`src/rtl/core/mrw_pkg.sv`:
```
// mrw_pkg: shared constants, verdict codes and the modular add helper
// for the miller-rabin witness test; no dependencies
package mrw_pkg;

	localparam int WIDTH = 64;
	localparam int CW    = $clog2(WIDTH);

	typedef logic [WIDTH-1:0] word_t;
	typedef logic [CW-1:0]    cnt_t;

	typedef enum logic [1:0] {
		VERDICT_PRIME     = 2'd0,
		VERDICT_COMPOSITE = 2'd1,
		VERDICT_REJECT    = 2'd2
	} verdict_t;

	// (a + b) mod n for a, b < n
	function automatic word_t mrw_add_mod(input word_t a, input word_t b, input word_t n);
		logic [WIDTH:0] s;
		s = {1'b0, a} + {1'b0, b};
		if (s >= {1'b0, n}) begin
			s = s - {1'b0, n};
		end
		return s[WIDTH-1:0];
	endfunction

endpackage

```
`src/rtl/core/mrw_modmul.sv`:
```
// mrw_modmul: bit-serial modular multiplier, x * y mod n, one multiplier
// bit per cycle, with an added add step for each set bit; depends on mrw_pkg
module mrw_modmul (
	input  logic          clk,
	input  logic          arst_n,
	input  logic          start,
	input  mrw_pkg::word_t x,
	input  mrw_pkg::word_t y,
	input  mrw_pkg::word_t n,
	output logic          done,
	output mrw_pkg::word_t result
);
	import mrw_pkg::*;

	logic  busy_q, phase_q, done_q;
	cnt_t  cnt_q;
	word_t acc_q, x_q, y_q, n_q;
	word_t dbl, addx;

	assign dbl    = mrw_add_mod(acc_q, acc_q, n_q);
	assign addx   = mrw_add_mod(acc_q, x_q, n_q);
	assign done   = done_q;
	assign result = acc_q;

	always_ff @(posedge clk or negedge arst_n) begin
		if (!arst_n) begin
			busy_q  <= 1'b0;
			phase_q <= 1'b0;
			done_q  <= 1'b0;
			cnt_q   <= '0;
		end else begin
			done_q <= 1'b0;
			if (start) begin
				busy_q  <= 1'b1;
				phase_q <= 1'b0;
				cnt_q   <= cnt_t'(WIDTH - 1);
			end else if (busy_q) begin
				if (!phase_q && y_q[WIDTH-1]) begin
					phase_q <= 1'b1;
				end else begin
					phase_q <= 1'b0;
					if (cnt_q == '0) begin
						busy_q <= 1'b0;
						done_q <= 1'b1;
					end else begin
						cnt_q <= cnt_q - cnt_t'(1);
					end
				end
			end
		end
	end

	always_ff @(posedge clk) begin
		if (start) begin
			acc_q <= '0;
			x_q   <= x;
			y_q   <= y;
			n_q   <= n;
		end else if (busy_q) begin
			if (!phase_q) begin
				acc_q <= dbl;
				if (!y_q[WIDTH-1]) begin
					y_q <= {y_q[WIDTH-2:0], 1'b0};
				end
			end else begin
				acc_q <= addx;
				y_q   <= {y_q[WIDTH-2:0], 1'b0};
			end
		end
	end

endmodule
```
`config.mk`:
```
export PLATFORM = sky130hd
export DESIGN_NAME = mrw_modmul
export DESIGN_NICKNAME = d
export VERILOG_FILES = /design/src/rtl/core/mrw_pkg.sv /design/src/rtl/core/mrw_modmul.sv
export SDC_FILE = /design/constraint.sdc
export NUM_CORES = 1
export LEC_CHECK = 0
export BUFFER_PORTS_ARGS = -buffer_cell sky130_fd_sc_hd__buf_2
export CORE_UTILIZATION = 45
export CTS_BUF_LIST = sky130_fd_sc_hd__clkbuf_4 sky130_fd_sc_hd__clkbuf_8 sky130_fd_sc_hd__clkbuf_16
export DETAILED_ROUTE_END_ITERATION = 8
export MAX_ROUTING_LAYER = met4
export PLACE_DENSITY_LB_ADDON = 0.25
export RECOVER_POWER = 100
export SLEW_MARGIN = 10
export SYNTH_ARGS = -nofsm -noshare
export SYNTH_HDL_FRONTEND = slang
export SYNTH_SLANG_ARGS = --single-unit
```
`constraint.sdc`:
```
create_clock -name clk -period 10.6 [get_ports clk]
set_input_delay 2.65 -clock clk [delete_from_list [all_inputs] [get_ports clk]]
set_output_delay 2.65 -clock clk [all_outputs]
set_load 0.01 [all_outputs]
```
# --- Word-level counts from Yosys, hierarchy flattened ---
# Cells that the tools add are included.
op_classes:
  n_addsub: 5
  multipliers: 0
  div: 0
  order_cmp: 2
  eq_ne: 3
  shifts: 0
  muxes: 22
  n_bitwise: 0
  reduce_logical: 6
ops:
  columns: ["cell", "n"]
  rows:
  - ["2-to-1 mux 64 bit", 7]
  - ["adder 64 x 64 -> 65 bit", 2]
  - ["greater-or-equal comparator 65 x 64 -> 1 bit", 2]
  - ["subtractor 64 bit", 2]
  - ["2-to-1 mux 6 bit", 4]
  - ["2-to-1 mux 1 bit", 11]
  - ["logical NOT 6 bit", 1]
  - ["subtractor 6 x 1 -> 6 bit (second input constant)", 1]
  - ["inequality test 2 bit (second input constant)", 2]
  - ["inequality test 3 bit (second input constant)", 1]
  - ["AND reduction 3 bit", 1]
  - ["AND reduction 2 bit", 1]
  - ["nonzero test 2 bit", 1]
  - ["logical AND 1 bit", 1]
  - ["logical NOT 1 bit", 1]
word_totals:
  reg_bits: 265
  latchBits: 0
  mem_bits_rw: 0
  rom_bits: 0
  inputBits: 195
  output_inout_bits: 65
  elab_cells: 47
  memories: 0

# --- Logic depth before layout (Yosys ltp) ---
logic_depth:
  ltp_word: 5
  mapped_depth: 28
  depth_no_buf: 24

# --- Least setup slack after synthesis ---
# Ideal clock, no wire load.
synth_timing:
  path_type: "in2reg"
  startpoint: "input port start"
  endpoint: "register cnt_q[5]"
  setup_time_ns: 0.134
  arrival_ns: 6.986
  required_time_ns: 10.466
  slack_ns: 3.480
  path_stages: 8
  path_cell_list: "clkbuf_1 -> inv_2 -> o21ai_0 -> nand2_1 -> nor4_1 -> nor3b_1 -> xnor2_1 -> nand2_1"
synth_between:
  elab_chain_cells: 2
synth_rtl:
  columns: ["element", "line", "source"]
  rows:
  - ["start: declaration", "mrw_modmul.sv:6", "input logic start,"]
  - ["inequality test 2 bit (no source line) or nonzero test 2 bit (tied branches)", null, null]
  - ["AND reduction 3 bit (no source line)", null, null]
  - ["end signal: assignment", "mrw_modmul.sv:36", "cnt_q <= cnt_t'(WIDTH - 1);"]
  - ["end signal: assignment", "mrw_modmul.sv:46", "cnt_q <= cnt_q - cnt_t'(1);"]
  - ["end: declaration", "mrw_modmul.sv:16", "cnt_t cnt_q;"]
# Parallel ways exist; a longest one is shown, timed or not.
# A chain may end at the register's enable or synchronous reset.

# --- Final worst setup path ---
layout_timing:
  startpoint: "register acc_q[0] (netlist: result[0])"
  endpoint: "register acc_q[47] (netlist: result[47])"
layout_between:
  elab_chain_cells: 4
layout_rtl:
  columns: ["element", "line", "source"]
  rows:
  - ["start: declaration", "mrw_modmul.sv:17", "word_t acc_q, x_q, y_q, n_q;"]
  - ["start signal: assignment", "mrw_modmul.sv:61", "acc_q <= dbl;"]
  - ["adder 64 x 64 -> 65 bit", "mrw_pkg.sv:20", "s = {1'b0, a} + {1'b0, b};"]
  - ["subtractor 64 bit or greater-or-equal comparator 65 x 64 -> 1 bit (tied branches)", "mrw_pkg.sv:22, mrw_pkg.sv:21", null]
  - ["2-to-1 mux 64 bit", "mrw_pkg.sv:21", "if (s >= {1'b0, n}) begin"]
  - ["2-to-1 mux 64 bit (*)", "mrw_modmul.sv:60", "if (!phase_q) begin"]
# Every way passes the cells marked *; elsewhere a longest branch is shown, timed or not.

==> metrics.csv <==
metric,value,unit
outcome,"finished, violations left",
failing checks,"capacitance limit, slew limit",
Post-CTS Setup Repair Bufs,0,
post-layout util,51.0,%
Port Buffers,259,
CP max-delay cell,clkbuf_1,
Nets,3135,
pre-CTS setup slack,3140,ps
post-synth cell types,95,
Final Hold Viols,0,
fmax,114,MHz
Worst Skew,19.7,ps
switch share,52.6,%
DR iter-0 viols,2245,
clock buffer depth,3,
GRT Total Usage,32.2,%
GP Congestion,1.00,
Reg power frac,16.6,%
CTS tree,done,
Crit Path Max Fanout,33,
Async SR Flop Fraction,3.40,%
Clk pwr share,11.8,%
Post-synth EDFFs,192,
CP bufs+invs,1,
Final WS setup,1860,ps
Synth warnings,0,
startpoint types,flop,
most frequent cell on the critical path,a21o_1,
dpl hpwl,63600,microns
Worst R2R End,result[47],
net count after synthesis,2950,
critical path depth in cells,24,
Final Max Tran Viols,406,
vias in the first global route,20241,
largest cells by area after synthesis,"edfxtp_1, ha_1, dfxtp_1",
RSZ-0062 raised after global routing,no,
Hold Crit Start,cnt_q[1],
DRT Pass-1 Iters,6,
GRT overflow,0,
critical path class,reg -> reg,
final setup violation count,0,
number of I/O pins,260,
Synth Flop Type,edfxtp_1,
Reg2Reg Setup Slack,1860,ps
Clock Tree Root,clkbuf_16,
relative slew slack,-130,%
die area,50600,sq um
crit-path leading delay family,compound AO/OA/AOI/OAI gates,
period utilization,82.4,%
die height,225,microns
layout cell share with drive strength beyond 1,10.5,%
total power,9230,uW
setup TNS,0,ps
Layout area overhead,11.8,%
largest net degree at the start of global routing,66,
Worst Hold Path EP,cnt_q[1],
row count,81,
sequential area share after synthesis,32.5,%
Vias,21506,
Multi-input gate area,14100,sq um
Avg Inst Size Synth,8.75,sq um
Yosys top cell by area,edfxtp_1,
PD cells,369,nW/um^2
Clock transition at path regs,60,ps
Hold Buf Count CTS,0,
CTS HTree Levels,1,
Worst Tran Pin Value,3450,ps
mapped cell area,22400,sq um
final wirelength,81300,microns
core area,49100,sq um
P_int,4370,uW
chip width,225,microns
CP Capture Type,flop,
Initial Util,45.6,%
clock net sink count,265,
worst path required time,11060,ps
Antenna Nets Post-Route,0,
Tmin final,8740,ps
worst-skew pair later-pin latency,610,ps
Yosys reg bits,265,
drt drc,0,
first-pass GRT wire length,122000,microns
Combinational Power Share,71.6,%
Pleak,0.0106,uW
routed wirelength normalized by instance count,23.7,microns
Seq. cell area,7270,sq um
Hold Crit Class,reg -> reg,
max_cap viols,8,
"Cell Chain, Critical Path","ha_1, fa_1, a211oi_1, o211ai_1, a21oi_1, nor3_1, o21ba_1, o21ai_0, a21oi_1, a31oi_1, o21ai_0, xor2_1, ha_1, a21o_1, a21o_1, a21o_1, a211o_1, o211ai_1, o2111ai_1, a21o_1, nor2_1, clkbuf_1, a211oi_1, a2111oi_0",
worst reg2reg path depth,24,
hold path cells,1,
Vias/cell,6.26,
Crit path arrival time,9190,ps
FILL cells,4753,
Switch Pwr,4860,uW
crit-path max cell delay,1300,ps
CTS buffer count,31,
antenna violations before repair,3,
Reg-to-Reg Start,result[0],
PostCTS Resize Cnt,0,
worst-case vdd ir drop,0.195,mV
post-synth top area share,25.8,%
Post-Syn Instances,2559,
## area by class of cell
class / count / share of cell area (%)
Inverter: 127 / 1.91
Sequential cell: 265 / 29.1
Clock inverter: 22 / 0.815
Clock buffer: 36 / 3.25
Tap cell: 664 / 3.32
Multi-Input combinational cell: 2042 / 56.4
Timing Repair Buffer: 277 / 5.25
Antenna cell: 2 / 0.0200
## worst max path at each step
| stage | start | end |
|---|---|---|
| detailed placement | x_q[0] | result[52] |
| global placement | x_q[0] | result[52] |
| CTS | x_q[0] | result[52] |
| finish | result[0] | result[47] |
| floorplan | start | cnt_q[5] |
| global route | start | y_q[39] |
## cells in the mapped netlist, types with 46 or more instances
library cell / instances
a211oi_1: 84
a21o_1: 91
a21oi_1: 240
a22o_1: 66
clkbuf_1: 85
dfxtp_1: 64
edfxtp_1: 192
ha_1: 193
inv_1: 124
nand2_1: 220
nand4_1: 54
nor2_1: 186
nor3_1: 47
o21ai_0: 106
o21ai_1: 46
xnor2_1: 103
xor2_1: 72
## flip-flops by register name (all words and copies together) (netlist names)
name,count
x_q,64
done,1
phase_q,1
n_q,64
busy_q,1
y_q,64
cnt_q,6
result,64
## kinds of logic (layout without fill, tap and decap cells)
logic type | Yosys count | in the layout | share of synthesized area, %
other cells | 0 | 2 | 0
simple gates | 687 | 687 | 14.4
flops | 265 | 265 | 32.5
buf+inv | 252 | 462 | 4.56
compound gates | 951 | 951 | 29.1
mux | 33 | 33 | 1.51
fa+ha+maj | 196 | 196 | 11.1
xor+xnor | 175 | 175 | 6.85
## stage by stage
stage / hold WS [ps] / cells / instance area, sq um
after floorplan: 472 / 2559 / 22400
after global placement: 490 / 3375 / 24200
after detailed placement: 498 / 3375 / 24200
after CTS: 515 / 3433 / 25200
after global routing: 551 / 3435 / 25000
final: 516 / 3435 / 25000
## layout by cell type (no fill, tap or decap), drive strengths merged, types with 87 or more instances in the layout
| master | synthesis | layout |
|---|---|---|
| buf | 40 | 194 |
| a21oi | 241 | 241 |
| inv | 126 | 128 |
| clkbuf | 85 | 119 |
| xnor2 | 103 | 103 |
| o21ai | 153 | 153 |
| a211oi | 87 | 87 |
| nor2 | 186 | 186 |
| ha | 193 | 193 |
| a21o | 91 | 91 |
| edfxtp | 192 | 192 |
| nand2 | 220 | 220 |
## per-layer routing
layer / vias to the layer above / track usage (%) / share of wire [%]
met5: - / - / 0
met4: 0 / 7.99 / 2.5
met3: 132 / 5.44 / 8.4
met2: 942 / 49.0 / 44
met1: 10362 / 44.3 / 45
li1: 10070 / - / -
## power by group through the flow
stage                     Sequential, uW  Clock [uW]  Combinational, uW
after global placement              1530           0               6480
after global routing                1560        1140               7150
final                               1530        1090               6610
after floorplan                     1510           0               4760
after CTS                           1520        1100               6510
after detailed placement            1540           0               6460
Note: power is estimated with default switching activity, not from simulation.
